File: src/sdss_pkg.sv
`default_nettype none

package sdss_pkg;

    localparam int DIGITS   = 6;
    localparam int IN_W     = 21;
    localparam int POINT_W  = 3;
    localparam int POS_W    = 3;
    localparam int SEG_W    = 8;
    localparam int LIMIT    = 10**DIGITS - 1;
    localparam int REM_W    = $clog2(LIMIT + 1);
    localparam int CMP_W    = (REM_W > IN_W) ? REM_W : IN_W;
    localparam int IDX_W    = (DIGITS > 1) ? $clog2(DIGITS) : 1;
    localparam int STEP_W   = $clog2(DIGITS + 1);
    localparam int PT_CMP_W = POINT_W + 1;
    localparam int QDEPTH   = 2;
    localparam int QPTR_W   = (QDEPTH > 1) ? $clog2(QDEPTH) : 1;
    localparam int QCNT_W   = $clog2(QDEPTH + 1);

    localparam logic [SEG_W-1:0] MINUS_PATTERN = 8'h40;
    localparam logic [SEG_W-1:0] POINT_BIT     = 8'h80;

    typedef logic [9:0][REM_W-1:0] mult_row_t;
    typedef mult_row_t [DIGITS-1:0] mult_tab_t;

    typedef struct packed {
        logic [REM_W-1:0]   mag;
        logic               negative;
        logic [POINT_W-1:0] point;
        logic               overflow;
    } entry_t;

    typedef struct packed {
        logic full;
        logic empty;
    } q_status_t;

    // row i holds k * 10^(DIGITS-1-i) for k = 0..9
    function automatic mult_tab_t build_mults();
        mult_tab_t t;
        int        p;
        p = 1;
        for (int i = DIGITS - 1; i >= 0; i--)
        begin
            for (int k = 0; k < 10; k++)
            begin
                t[i][k] = REM_W'(p * k);
            end
            p = p * 10;
        end
        return t;
    endfunction

    localparam mult_tab_t MULTS = build_mults();

    function automatic logic [6:0] digit_segments(input logic [3:0] d);
        logic [6:0] s;
        case (d)
            4'd0:    s = 7'h3f;
            4'd1:    s = 7'h06;
            4'd2:    s = 7'h5b;
            4'd3:    s = 7'h4f;
            4'd4:    s = 7'h66;
            4'd5:    s = 7'h6d;
            4'd6:    s = 7'h7d;
            4'd7:    s = 7'h07;
            4'd8:    s = 7'h7f;
            default: s = 7'h6f;
        endcase
        return s;
    endfunction

endpackage

`default_nettype wire

File: src/sdss_front.sv
`default_nettype none

module sdss_front (
    input  wire logic                        push,
    input  wire logic signed [sdss_pkg::IN_W-1:0]    signed_value,
    input  wire logic [sdss_pkg::POINT_W-1:0] point_position,
    input  wire sdss_pkg::q_status_t         q_status,
    output logic                             q_push,
    output sdss_pkg::entry_t                 q_entry
);

    logic                          negative;
    logic [sdss_pkg::IN_W-1:0]     mag;
    logic [sdss_pkg::CMP_W-1:0]    mag_ext;
    logic                          sat;

    always_comb
    begin
        negative = signed_value[sdss_pkg::IN_W-1];
        mag      = negative ? (sdss_pkg::IN_W'(0) - sdss_pkg::IN_W'(signed_value))
                            : sdss_pkg::IN_W'(signed_value);
        mag_ext  = sdss_pkg::CMP_W'(mag);
        sat      = mag_ext > sdss_pkg::CMP_W'(sdss_pkg::LIMIT);

        q_entry.mag      = sat ? sdss_pkg::REM_W'(sdss_pkg::LIMIT)
                               : sdss_pkg::REM_W'(mag_ext);
        q_entry.negative = negative;
        q_entry.point    = point_position;
        q_entry.overflow = sat;
        q_push           = push && !q_status.full;
    end

endmodule

`default_nettype wire

File: src/sdss_queue.sv
`default_nettype none

module sdss_queue (
    input  wire logic              clk,
    input  wire logic              rst_n,
    input  wire logic              q_push,
    input  wire sdss_pkg::entry_t  q_entry,
    input  wire logic              q_pop,
    output sdss_pkg::q_status_t    q_status,
    output sdss_pkg::entry_t       q_head
);

    sdss_pkg::entry_t               mem_reg [sdss_pkg::QDEPTH];
    logic [sdss_pkg::QPTR_W-1:0]    wr_ptr_reg, wr_ptr_next;
    logic [sdss_pkg::QPTR_W-1:0]    rd_ptr_reg, rd_ptr_next;
    logic [sdss_pkg::QCNT_W-1:0]    count_reg, count_next;

    function automatic logic [sdss_pkg::QPTR_W-1:0] bump(
        input logic [sdss_pkg::QPTR_W-1:0] p);
        logic [sdss_pkg::QPTR_W-1:0] r;
        if (p == sdss_pkg::QPTR_W'(sdss_pkg::QDEPTH - 1))
        begin
            r = '0;
        end
        else
        begin
            r = p + sdss_pkg::QPTR_W'(1);
        end
        return r;
    endfunction

    always_comb
    begin
        wr_ptr_next = q_push ? bump(wr_ptr_reg) : wr_ptr_reg;
        rd_ptr_next = q_pop  ? bump(rd_ptr_reg) : rd_ptr_reg;
        count_next  = count_reg;
        if (q_push && !q_pop)
        begin
            count_next = count_reg + sdss_pkg::QCNT_W'(1);
        end
        else if (!q_push && q_pop)
        begin
            count_next = count_reg - sdss_pkg::QCNT_W'(1);
        end
        q_status.full  = count_reg == sdss_pkg::QCNT_W'(sdss_pkg::QDEPTH);
        q_status.empty = count_reg == '0;
        q_head         = mem_reg[rd_ptr_reg];
    end

    always_ff @(posedge clk or negedge rst_n)
    begin
        if (!rst_n)
        begin
            wr_ptr_reg <= '0;
            rd_ptr_reg <= '0;
            count_reg  <= '0;
        end
        else
        begin
            wr_ptr_reg <= wr_ptr_next;
            rd_ptr_reg <= rd_ptr_next;
            count_reg  <= count_next;
        end
    end

    always_ff @(posedge clk)
    begin
        if (q_push)
        begin
            mem_reg[wr_ptr_reg] <= q_entry;
        end
    end

endmodule

`default_nettype wire

File: src/sdss_back.sv
`default_nettype none

module sdss_back (
    input  wire logic                         clk,
    input  wire logic                         rst_n,
    input  wire logic                         cfg_wr_en,
    input  wire logic [sdss_pkg::POS_W-1:0]   cfg_wr_data,
    input  wire sdss_pkg::q_status_t          q_status,
    input  wire sdss_pkg::entry_t             q_head,
    output logic                              q_pop,
    input  wire logic                         pop,
    output logic                              empty,
    output logic [sdss_pkg::POS_W-1:0]        position,
    output logic [sdss_pkg::SEG_W-1:0]        segments,
    output logic                              last,
    output logic                              overflow
);

    logic [sdss_pkg::POS_W-1:0]  offset_reg;
    logic [sdss_pkg::STEP_W-1:0] step_reg, step_next;
    logic                        leading_reg, leading_next;
    logic [sdss_pkg::REM_W-1:0]  rem_reg, rem_next;
    logic                        out_valid_reg, out_valid_next;
    logic [sdss_pkg::POS_W-1:0]  pos_reg, pos_next;
    logic [sdss_pkg::SEG_W-1:0]  seg_reg, seg_next;
    logic                        last_reg, last_next;
    logic                        ovf_reg, ovf_next;

    logic                          advance;
    logic                          work;
    logic [sdss_pkg::IDX_W-1:0]    idx;
    logic [3:0]                    d;
    logic                          final_digit;
    logic                          has_point;
    logic                          nonblank;

    always_comb
    begin
        advance     = !out_valid_reg || pop;
        work        = advance && !q_status.empty;
        idx         = sdss_pkg::IDX_W'(step_reg - sdss_pkg::STEP_W'(1));
        final_digit = step_reg == sdss_pkg::STEP_W'(sdss_pkg::DIGITS);

        d = 4'd0;
        for (int k = 1; k < 10; k++)
        begin
            if (rem_reg >= sdss_pkg::MULTS[idx][k])
            begin
                d = 4'(k);
            end
        end

        has_point = (q_head.point != '0) &&
                    ({1'b0, q_head.point} ==
                     sdss_pkg::PT_CMP_W'(sdss_pkg::DIGITS) - sdss_pkg::PT_CMP_W'(idx));
        nonblank  = (d != 4'd0) || !leading_reg || final_digit;

        step_next      = step_reg;
        leading_next   = leading_reg;
        rem_next       = rem_reg;
        out_valid_next = advance ? 1'b0 : out_valid_reg;
        pos_next       = pos_reg;
        seg_next       = seg_reg;
        last_next      = last_reg;
        ovf_next       = ovf_reg;
        q_pop          = 1'b0;

        if (work)
        begin
            ovf_next  = q_head.overflow;
            last_next = 1'b0;
            if (step_reg == '0)
            begin
                rem_next       = q_head.mag;
                leading_next   = 1'b1;
                step_next      = sdss_pkg::STEP_W'(1);
                out_valid_next = q_head.negative;
                pos_next       = offset_reg;
                seg_next       = sdss_pkg::MINUS_PATTERN;
            end
            else
            begin
                rem_next = rem_reg - sdss_pkg::MULTS[idx][d];
                pos_next = sdss_pkg::POS_W'(idx) + offset_reg;
                if (nonblank)
                begin
                    leading_next   = 1'b0;
                    out_valid_next = 1'b1;
                    seg_next       = {has_point, sdss_pkg::digit_segments(d)};
                end
                else
                begin
                    // keep the minus when the leftmost digit is blank
                    out_valid_next = !((idx == '0) && q_head.negative);
                    seg_next       = has_point ? sdss_pkg::POINT_BIT : '0;
                end
                if (final_digit)
                begin
                    last_next = 1'b1;
                    step_next = '0;
                    q_pop     = 1'b1;
                end
                else
                begin
                    step_next = step_reg + sdss_pkg::STEP_W'(1);
                end
            end
        end

        empty    = !out_valid_reg;
        position = pos_reg;
        segments = seg_reg;
        last     = last_reg;
        overflow = ovf_reg;
    end

    always_ff @(posedge clk or negedge rst_n)
    begin
        if (!rst_n)
        begin
            offset_reg    <= '0;
            step_reg      <= '0;
            leading_reg   <= 1'b1;
            out_valid_reg <= 1'b0;
        end
        else
        begin
            if (cfg_wr_en)
            begin
                offset_reg <= cfg_wr_data;
            end
            step_reg      <= step_next;
            leading_reg   <= leading_next;
            out_valid_reg <= out_valid_next;
        end
    end

    always_ff @(posedge clk)
    begin
        rem_reg  <= rem_next;
        pos_reg  <= pos_next;
        seg_reg  <= seg_next;
        last_reg <= last_next;
        ovf_reg  <= ovf_next;
    end

endmodule

`default_nettype wire

File: src/signed_decimal_to_seven_segment.sv
// Channel   Handshake          Fields
// input     push / full        signed_value, point_position
// result    empty / pop        position, segments, last, overflow
// config    cfg_wr_en          cfg_wr_data (position offset)
//
// Each word passes the digit sequencer as one sign step, then one digit per cycle
// while it is not stalled, against a constant power-of-ten table.
// Up to two words wait in the queue between the front and the sequencer.
// Reset clears the queue, the sequencer and the offset register.
// The sequencer stalls only while a result waits on the ports and pop is low.
`default_nettype none

module signed_decimal_to_seven_segment (
    input  wire logic                                 clk,
    input  wire logic                                 rst_n,
    input  wire logic                                 push,
    output logic                                      full,
    input  wire logic signed [sdss_pkg::IN_W-1:0]     signed_value,
    input  wire logic [sdss_pkg::POINT_W-1:0]         point_position,
    output logic                                      empty,
    input  wire logic                                 pop,
    output logic [sdss_pkg::POS_W-1:0]                position,
    output logic [sdss_pkg::SEG_W-1:0]                segments,
    output logic                                      last,
    output logic                                      overflow,
    input  wire logic                                 cfg_wr_en,
    input  wire logic [sdss_pkg::POS_W-1:0]           cfg_wr_data
);

    sdss_pkg::q_status_t q_status;
    sdss_pkg::entry_t    q_entry;
    sdss_pkg::entry_t    q_head;
    logic                q_push;
    logic                q_pop;

    sdss_front u_front (
        .push           (push),
        .signed_value   (signed_value),
        .point_position (point_position),
        .q_status       (q_status),
        .q_push         (q_push),
        .q_entry        (q_entry)
    );

    sdss_queue u_queue (
        .clk      (clk),
        .rst_n    (rst_n),
        .q_push   (q_push),
        .q_entry  (q_entry),
        .q_pop    (q_pop),
        .q_status (q_status),
        .q_head   (q_head)
    );

    sdss_back u_back (
        .clk         (clk),
        .rst_n       (rst_n),
        .cfg_wr_en   (cfg_wr_en),
        .cfg_wr_data (cfg_wr_data),
        .q_status    (q_status),
        .q_head      (q_head),
        .q_pop       (q_pop),
        .pop         (pop),
        .empty       (empty),
        .position    (position),
        .segments    (segments),
        .last        (last),
        .overflow    (overflow)
    );

    assign full = q_status.full;

endmodule

`default_nettype wire

File: config.mk
export PLATFORM = sky130hd
export DESIGN_NAME = signed_decimal_to_seven_segment
export DESIGN_NICKNAME = d
export VERILOG_FILES = /design/src/sdss_pkg.sv /design/src/sdss_front.sv /design/src/sdss_queue.sv /design/src/sdss_back.sv /design/src/signed_decimal_to_seven_segment.sv
export SDC_FILE = /design/constraint.sdc
export NUM_CORES = 1
export LEC_CHECK = 0
export BUFFER_PORTS_ARGS = -buffer_cell sky130_fd_sc_hd__buf_2
export CORE_MARGIN = 2
export CORE_UTILIZATION = 40
export CTS_CLUSTER_SIZE = 30
export DETAILED_ROUTE_END_ITERATION = 12
export PLACE_DENSITY = 0.61
export SYNTH_ARGS = -nofsm -noshare
export SYNTH_HDL_FRONTEND = slang
export SYNTH_SLANG_ARGS = --single-unit
File: constraint.sdc
create_clock -name clk -period 6.7 [get_ports clk]
set_input_delay 2.01 -clock clk [delete_from_list [all_inputs] [get_ports clk]]
set_output_delay 2.01 -clock clk [all_outputs]
set_load 0.05 [all_outputs]
==> results of run 1 <==
-- what timing repair did --
item	4_1_cts	5_1_grt
pin swaps	0	1
endpoints found under the setup margin	1	14
resized for setup	1	30
cloned	0	0
buffers inserted	0	1
-- logic make-up after synthesis --
kind of cell,share of synthesized area
buffers and inverters,0.03551
adder cells (fa/ha/maj),0.1825
flip-flops,0.3015
AO/OA/AOI/OAI,0.2396
multiplexers,0.03578
XOR/XNOR,0.04064
AND/OR/NAND/NOR,0.1644
-- through the flow --
stage                       util  instance area (µm²)
final                     0.4697                10670
after global routing      0.4697                10670
after CTS                 0.4645                10550
after detailed placement  0.4512                10250
after global placement    0.4512                10250
after floorplan                -                 9275
-- cell usage after synthesis, types with 6 or more instances --
cell type and number:
mux2i_1 23, nor3_1 18, dfrtp_1 11, o31ai_1 13, nand2b_1 13, o21ai_1 7
o21ai_0 63, and3_1 10, edfxtp_1 83, nor2b_1 22, o211ai_1 20, a31oi_1 16
a21oi_1 97, nor4_1 9, xnor2_1 20, buf_2 6, or3_1 6, nand2_1 90
o21a_1 6, nand4_1 13, a211o_1 6, clkbuf_1 23, a21o_1 21, inv_1 36
nand3_1 20, nor2_1 74, mux2_2 7, xor2_1 23, ha_1 132, a211oi_1 22
-- layout make-up --
| cell class | instances | area, µm² |
|---|---|---|
| multi-input combinational | 854 | 6264 |
| tap | 285 | 356.6 |
| timing repair buffer | 116 | 780.7 |
| inverter | 44 | 171.4 |
| fill | 2210 | 12040 |
| clock inverter | 7 | 73.82 |
| sequential | 95 | 2795 |
| clock buffer | 9 | 225.2 |
-- per-layer routing --
metal | up-vias | global-route usage | routed length [µm]
met2 | 282 | 0.3654 | 12280
met5 | - | 0 | 0
li1 | 4128 | - | -
met1 | 3908 | 0.3012 | 12360
met3 | 45 | 0.03655 | 1664
met4 | 0 | 0.06378 | 596
-- final timing paths --
check                                     start              endpoint  depth (start not counted)
max                          u_back.step_reg[1]    u_back.rem_reg[18]                         28
min                        u_queue.count_reg[1]  u_queue.count_reg[1]                          1
max reg2reg                  u_back.step_reg[1]    u_back.rem_reg[18]                         28
min reg2reg                u_queue.count_reg[1]  u_queue.count_reg[1]                          1
max in group asynchronous                 rst_n    u_back.leading_reg                          1
min in group asynchronous                 rst_n  u_back.out_valid_reg                          1
-- cell usage in the layout, fill, tap and decap left out, types with 23 or more instances in the layout --
master,n
o21ai_0,60
inv_1,33
nand2_1,89
ha_1,129
buf_4,68
buf_2,46
xor2_1,23
a21oi_1,94
mux2i_1,23
nor2_1,70
edfxtp_1,83
==> flow_summary_export.csv, run 1 <==
group,metric,value,unit
synth,synthDistinctLibCells,87,
worst_setup_path,cp.arrival,6.54,ns
cells_and_area,nets,1286,
placement,place_congestion,0.9539,
synth,synth_edf_count,83,
clocking,tritoncts,"built",
sta,maxSlewViolCount,0,
worst_setup_path,start_kind,"flop",
clocking,cts_hold_buf,0,
synth,netlist_instances,1028,
worst_setup_path,cp_top_family,"compound AO/OA/AOI/OAI gates",
worst_setup_path,crit_buf_inv,5,
sta,fin_skew,0.009578,ns
worst_setup_path,worst_ep_required_time,6.92,ns
sta,maxSlewHeadroom,0.5728,
die,die_h,156.2,µm
routing,first_iter_violations,547,
placement,portBuffers,46,
cells_and_area,final_layout_size_suffix_gt1_frac,0.1662,
routing,wire_per_inst,19.08,µm
sta,tightest_slew,0.6359,ns
sta,hold_viol,0,
routing,viasPerCell,5.931,
cells_and_area,syn_to_final_growth,15.09,%
die,io_pins,47,
cells_and_area,largest_reg_flops,50,
placement,dp.cells,1393,
flow_run,drv_cap,0,
die,placementRows,55,
routing,drcViolationCount,0,
die,start_util,0.4081,
global_routing,grt_pass1_vias,7914,
placement,dp_hpwl,21.30,mm
worst_setup_path,end_kind,"flop",
worst_setup_path,path_class,"flop to flop",
die,core,22710,µm²
synth,syn_nets,1194,
sta,fin_crit,6.321,ns
die,die-area,24400,µm²
global_routing,grt_max_degree,36,
global_routing,grt_antenna_before_repair,0,
sta,period_share,0.9434,
synth,synthTopCellsByArea,"edfxtp_1 27%, ha_1 18%, a21oi_1 5.2%",
sta,worst_hold_slack,0.5130,ns
synth,ys_warn_count,0,
worst_setup_path,critPathMostFrequentCell,"ha_1",
synth,ys_ff_latch,95,
clocking,cts_made_buffers,9,
min_path,hold_path_class,"flop to flop",
clocking,cts.htree.levels,3,
worst_setup_path,slowest_stage,"a2111oi_1",
synth,synth_area,9268,µm²
synth,yosysSeqAreaShare,0.3015,
cells_and_area,antenna_cells,0,
global_routing,grt_pass1_wl,42.38,mm
sta,setup_viol_count_final,0,
global_routing,gr-total-overflow,0,
clocking,worstSkewPairLatency,0.35,ns
synth,yosysTopAreaCell,"edfxtp_1",
routing,postRouteAntennaNets,0,
cells_and_area,stdcell_count,1410,
synth,yosysTopAreaCellShare,0.2689,
run_status,status,"finished, final reports clean",
sta,finalWorstSetupSlack,0.3792,ns
die,die_x,156.2,µm
clocking,clkTransAtPathRegs,0.07,ns
routing,dr.pass1.iters,5,
synth,ys_async_sr_fraction,0.1263,
routing,routed_wl,26.90,mm
worst_setup_path,critical_path.max_fanout,9,
sta,max_freq,158.2,MHz
synth,syn_area_per_cell,9.015,µm²
worst_setup_path,rrSetupSlack,0.38,ns
global_routing,grt_use_total,0.2219,
routing,vias,8363,
clocking,cts_num_sinks,95,
worst_setup_path,cpPeakStageDelay,0.40,ns
clocking,cts_buffer_depth,2,
clocking,cts_root_buf,"clkbuf_16",
synth,synth_ff_type,"edfxtp_1",
sta,rsz0062_at_grt,"no",
placement,post-place-ws,0.01674,ns
sta,tns,0,ns
Power of run 1 is left out: the tool's default activity adds up to more than one toggle a clock period on the data nets, which glitch-free logic cannot reach.
==> run 2, diff against run 1 <==
Settings changed: CORE_ASPECT_RATIO set to 0.8.
==> flow_summary_export.csv, run 2 (synthesis gave the netlist of run 1 again) <==
group,metric,value,unit
sta,period_share,0.9595,
worst_setup_path,cp.arrival,6.52,ns
routing,dr.pass1.iters,7,
cells_and_area,final_common_cell,"ha_1",
worst_setup_path,path_class,"flop to flop",
worst_setup_path,critical_path.max_fanout,17,
clocking,cts_root_buf,"clkbuf_16",
min_path,hold_path_class,"flop to flop",
clocking,clkTransAtPathRegs,0.07,ns
clocking,cts.htree.levels,3,
clocking,worstSkewPairLatency,0.35,ns
sta,setup_viol_count_final,0,
worst_setup_path,worst_ep_required_time,6.79,ns
clocking,tritoncts,"built",
placement,post_dp_cell_area,10640,µm²
flow_run,drv_cap,0,
worst_setup_path,start_kind,"flop",
cells_and_area,fin_area,11060,µm²
clocking,cts_hold_buf,0,
die,io_pins,47,
routing,drcViolationCount,0,
global_routing,grt_max_degree,33,
placement,portBuffers,46,
worst_setup_path,crit_path_start,"u_back.step_reg[0]",
placement,dp_hpwl,23.35,mm
sta,maxSlewHeadroom,0.5266,
sta,tightest_slew,0.7047,ns
clocking,cts_num_sinks,95,
worst_setup_path,end_kind,"flop",
die,die-area,24410,µm²
routing,wire_per_inst,19.97,µm
routing,first_iter_violations,797,
worst_setup_path,ff2ff_path_depth,31,
sta,fin_crit,6.429,ns
sta,rsz0062_at_grt,"yes",
worst_setup_path,cpPeakStageDelay,0.40,ns
cells_and_area,nets,1331,
routing,postRouteAntennaNets,0,
sta,hold_viol,0,
worst_setup_path,rrSetupSlack,0.27,ns
clocking,cts_buffer_depth,2,
worst_setup_path,slowest_stage,"dfrtp_1",
cells_and_area,antenna_cells,0,
die,die_h,140.1,µm
die,placementRows,49,
run_status,status,"finished, final reports clean",
global_routing,grt_pass1_vias,8200,
global_routing,grt_pass1_wl,46.11,mm
routing,routed_wl,29.48,mm
worst_setup_path,worstSetupEndpoint,"u_back.rem_reg[16]",
routing,viasPerCell,5.996,
global_routing,gr-total-overflow,0,
routing,vias,8850,
clocking,cts_made_buffers,9,
sta,fin_skew,0.01169,ns
worst_setup_path,critPathMostFrequentCell,"ha_1",
sta,maxSlewViolCount,0,
min_path,hold_depth,1,
cells_and_area,final_cell_mix,"132 x ha_1, 109 x buf_4, 92 x a21oi_1",
die,core,22620,µm²
worst_setup_path,reg2reg_from,"u_back.step_reg[0]",
global_routing,grt_antenna_before_repair,1,
cells_and_area,largest_reg_flops,50,
placement,place_congestion,1.009,
cells_and_area,syn_to_final_growth,19.37,%
sta,max_freq,155.6,MHz
global_routing,grt_use_total,0.2406,
die,start_util,0.4097,
cells_and_area,final_layout_size_suffix_gt1_frac,0.2017,
worst_setup_path,reg2reg_to,"u_back.rem_reg[16]",
die,die_x,174.2,µm
==> run 2: routing by layer <==
layer  GRT usage  up-vias  routed length [µm]
met4     0.05882        2                 578
met1      0.3521     4170               13810
met5           0        -                   8
li1            -     4233                   -
met2      0.3617      390               12570
met3     0.05022       55                2513
==> run 2: cell type report <==
type | instances | area (µm²)
fill | 2133 | 11560
timing repair buffer | 161 | 1160
sequential | 95 | 2794
tap | 306 | 382.9
clock inverter | 6 | 57.56
multi-input combinational | 854 | 6255
inverter | 44 | 175.2
clock buffer | 10 | 239.0
==> run 2: worst min-delay path by stage <==
stage | from | end | slack [ns]
floorplan | u_queue.wr_ptr_reg | u_queue.wr_ptr_reg | 0.46
global placement | u_queue.count_reg[1] | u_queue.count_reg[1] | 0.49
detailed placement | u_queue.count_reg[1] | u_queue.count_reg[1] | 0.49
CTS | u_queue.count_reg[1] | u_queue.count_reg[1] | 0.50
global route | u_queue.wr_ptr_reg | u_queue.wr_ptr_reg | 0.53
finish | u_queue.count_reg[1] | u_queue.count_reg[1] | 0.50
==> run 2: timing repair <==
action / in CTS / in global routing
gates resized for setup: 0 / 39
setup buffers: 0 / 2
endpoints found under the setup margin: 0 / 13
==> run 2: stage by stage <==
| stage | setup TNS, ns | utilization | worst slack [ns] | hold slack [ns] | instances |
|---|---|---|---|---|---|
| after floorplan | 0 | - | 0.01101 | 0.4608 | 1028 |
| after global placement | 0 | 0.4704 | 0.1682 | 0.4898 | 1458 |
| after detailed placement | 0 | 0.4704 | 0.1145 | 0.4893 | 1458 |
| after CTS | 0 | 0.4835 | 0.03360 | 0.5012 | 1474 |
| after global routing | -0.07179 | 0.4890 | -0.07179 | 0.5270 | 1476 |
| final | 0 | 0.4890 | 0.2712 | 0.4958 | 1476 |
==> run 2: worst max-delay path, delay by kind of cell, from the launching register on <==
kind / cells / cell delay, ns
adder cells (fa/ha/maj): 4 / 0.96
flip-flops: 1 / 0.40
AND/OR/NAND/NOR: 7 / 0.99
buffers and inverters: 8 / 1.03
AO/OA/AOI/OAI: 12 / 2.76
Power of run 2 is left out for the same reason.
==> run 3, diff against run 2 <==
Settings changed: BUFFER_PORTS_ARGS -buffer_cell sky130_fd_sc_hd__buf_2 to -buffer_cell sky130_fd_sc_hd__buf_4.
==> flow_summary_export.csv, run 3 (synthesis gave the netlist of run 1 again) <==
group,metric,value,unit
clocking,cts_root_buf,"clkbuf_16",
cells_and_area,nets,1308,
cells_and_area,final_common_cell,"buf_4",
cells_and_area,syn_to_final_growth,19.09,%
clocking,cts.htree.levels,3,
min_path,hold_path_end,"u_queue.count_reg[1]",
clocking,worstSkewPairLatency,0.35,ns
global_routing,grt_pass1_vias,8075,
sta,max_freq,157.0,MHz
clocking,cts_num_sinks,95,
placement,place_congestion,1.066,
worst_setup_path,worst_ep_required_time,6.93,ns
sta,tightest_slew,0.7023,ns
clocking,tritoncts,"built",
global_routing,grt_antenna_before_repair,4,
placement,dp_hpwl,23.65,mm
worst_setup_path,start_kind,"flop",
cells_and_area,final_cell_mix,"133 x buf_4, 128 x ha_1, 92 x a21oi_1",
routing,drcViolationCount,0,
routing,routed_wl,30.30,mm
clocking,clkTransAtPathRegs,0.07,ns
sta,hold_viol,0,
routing,postRouteAntennaNets,0,
cells_and_area,largest_reg_flops,50,
min_path,min_from,"u_queue.count_reg[1]",
global_routing,grt_max_degree,36,
placement,portBuffers,46,
placement,post-place-ws,-0.2176,ns
die,core,22620,µm²
routing,dr.pass1.iters,7,
sta,maxSlewViolCount,0,
worst_setup_path,reg2reg_to,"u_back.rem_reg[18]",
worst_setup_path,critical_path.max_fanout,13,
die,placementRows,49,
sta,fin_skew,0.01125,ns
worst_setup_path,crit_path_start,"u_back.step_reg[0]",
global_routing,grt_pass1_wl,46.60,mm
cells_and_area,final_layout_size_suffix_gt1_frac,0.1866,
sta,fin_crit,6.370,ns
routing,first_iter_violations,873,
worst_setup_path,cpPeakStageDelay,0.37,ns
clocking,cts_buffer_depth,2,
clocking,cts_hold_buf,0,
die,start_util,0.4097,
worst_setup_path,path_class,"flop to flop",
min_path,hold_depth,1,
routing,viasPerCell,6.051,
cells_and_area,nFillCells,2156,
clocking,cts_made_buffers,9,
global_routing,gr-total-overflow,0,
die,die_h,140.1,µm
worst_setup_path,reg2reg_from,"u_back.step_reg[0]",
global_routing,grt_use_total,0.2452,
die,die_x,174.2,µm
worst_setup_path,rrSetupSlack,0.33,ns
die,io_pins,47,
sta,period_share,0.9507,
routing,wire_per_inst,20.80,µm
sta,finalWorstSetupSlack,0.3300,ns
run_status,status,"finished, final reports clean",
die,die-area,24410,µm²
worst_setup_path,critPathMostFrequentCell,"buf_4",
worst_setup_path,cp.arrival,6.60,ns
sta,maxSlewHeadroom,0.5282,
routing,vias,8817,
min_path,hold_path_class,"flop to flop",
worst_setup_path,slowest_stage,"dfrtp_1",
flow_run,drv_cap,0,
worst_setup_path,end_kind,"flop",
worst_setup_path,ff2ff_path_depth,30,
sta,setup_viol_count_final,0,
run 3: changes by cell type in the layout (fill, tap and decap cells not counted), sizes merged:
cell	change
diode	+4
clkbuf	-1
clkinvlp	+1
buf	-23
run 3: layout make-up:
type | count | area (µm²) | share of cell area
Clock inverter | 7 | 61.31 | 0.005555
Sequential cell | 95 | 2794 | 0.2531
Antenna cell | 4 | 10.01 | 0.0009069
Multi-Input combinational cell | 854 | 6292 | 0.5701
Inverter | 44 | 172.7 | 0.01564
Clock buffer | 9 | 225.2 | 0.02041
Timing Repair Buffer | 138 | 1099 | 0.09954
Tap cell | 306 | 382.9 | 0.03469
run 3: how the worst max path moves through the flow:
| stage | cells after the start | to | slack, ns |
|---|---|---|---|
| floorplan | 32 | u_back.rem_reg[18] | 0.01 |
| global placement | 29 | u_back.rem_reg[19] | -0.13 |
| detailed placement | 29 | u_back.rem_reg[18] | -0.22 |
| CTS | 29 | u_back.rem_reg[18] | 0.005 |
| global route | 32 | u_back.rem_reg[18] | -0.03 |
| finish | 30 | u_back.rem_reg[18] | 0.33 |
run 3: timing repair:
action / 4_1_cts / 5_1_grt
endpoints found under the setup margin: 9 / 13
pin swaps: 0 / 8
setup buffers: 0 / 6
resized for setup: 5 / 35
endpoints found under the hold margin: 0 / 0
run 3: routing by layer:
metal / wire (µm) / GRT usage / vias up
li1: - / - / 4176
met5: 23 / 0 / -
met2: 12770 / 0.3653 / 384
met4: 729 / 0.06280 / 4
met1: 14340 / 0.3586 / 4185
met3: 2436 / 0.05375 / 68
run 3: per-stage QoR:
step	util	std cells	hold WS (ns)	setup TNS, ns	area [µm²]
finish	0.4879	1457	0.5131	0	11040
global route	0.4874	1453	0.5396	-0.03144	11030
CTS	0.4797	1447	0.5131	0	10850
detailed placement	0.4665	1431	0.4987	-1.195	10550
global placement	0.4665	1431	0.4888	-0.5872	10550
floorplan	-	1028	0.4608	0	9275
run 3: worst max-delay path: cells and delay by family, from the launching register on:
kind                       cells  cell delay (ns)
adders and majority gates      4             1.17
DFF                            1             0.37
buffers and inverters          7             1.19
AOI/OAI and AO/OA             10             1.85
muxes                          1             0.35
and+or+nand+nor                8             1.30
Power of run 3 is left out for the same reason.
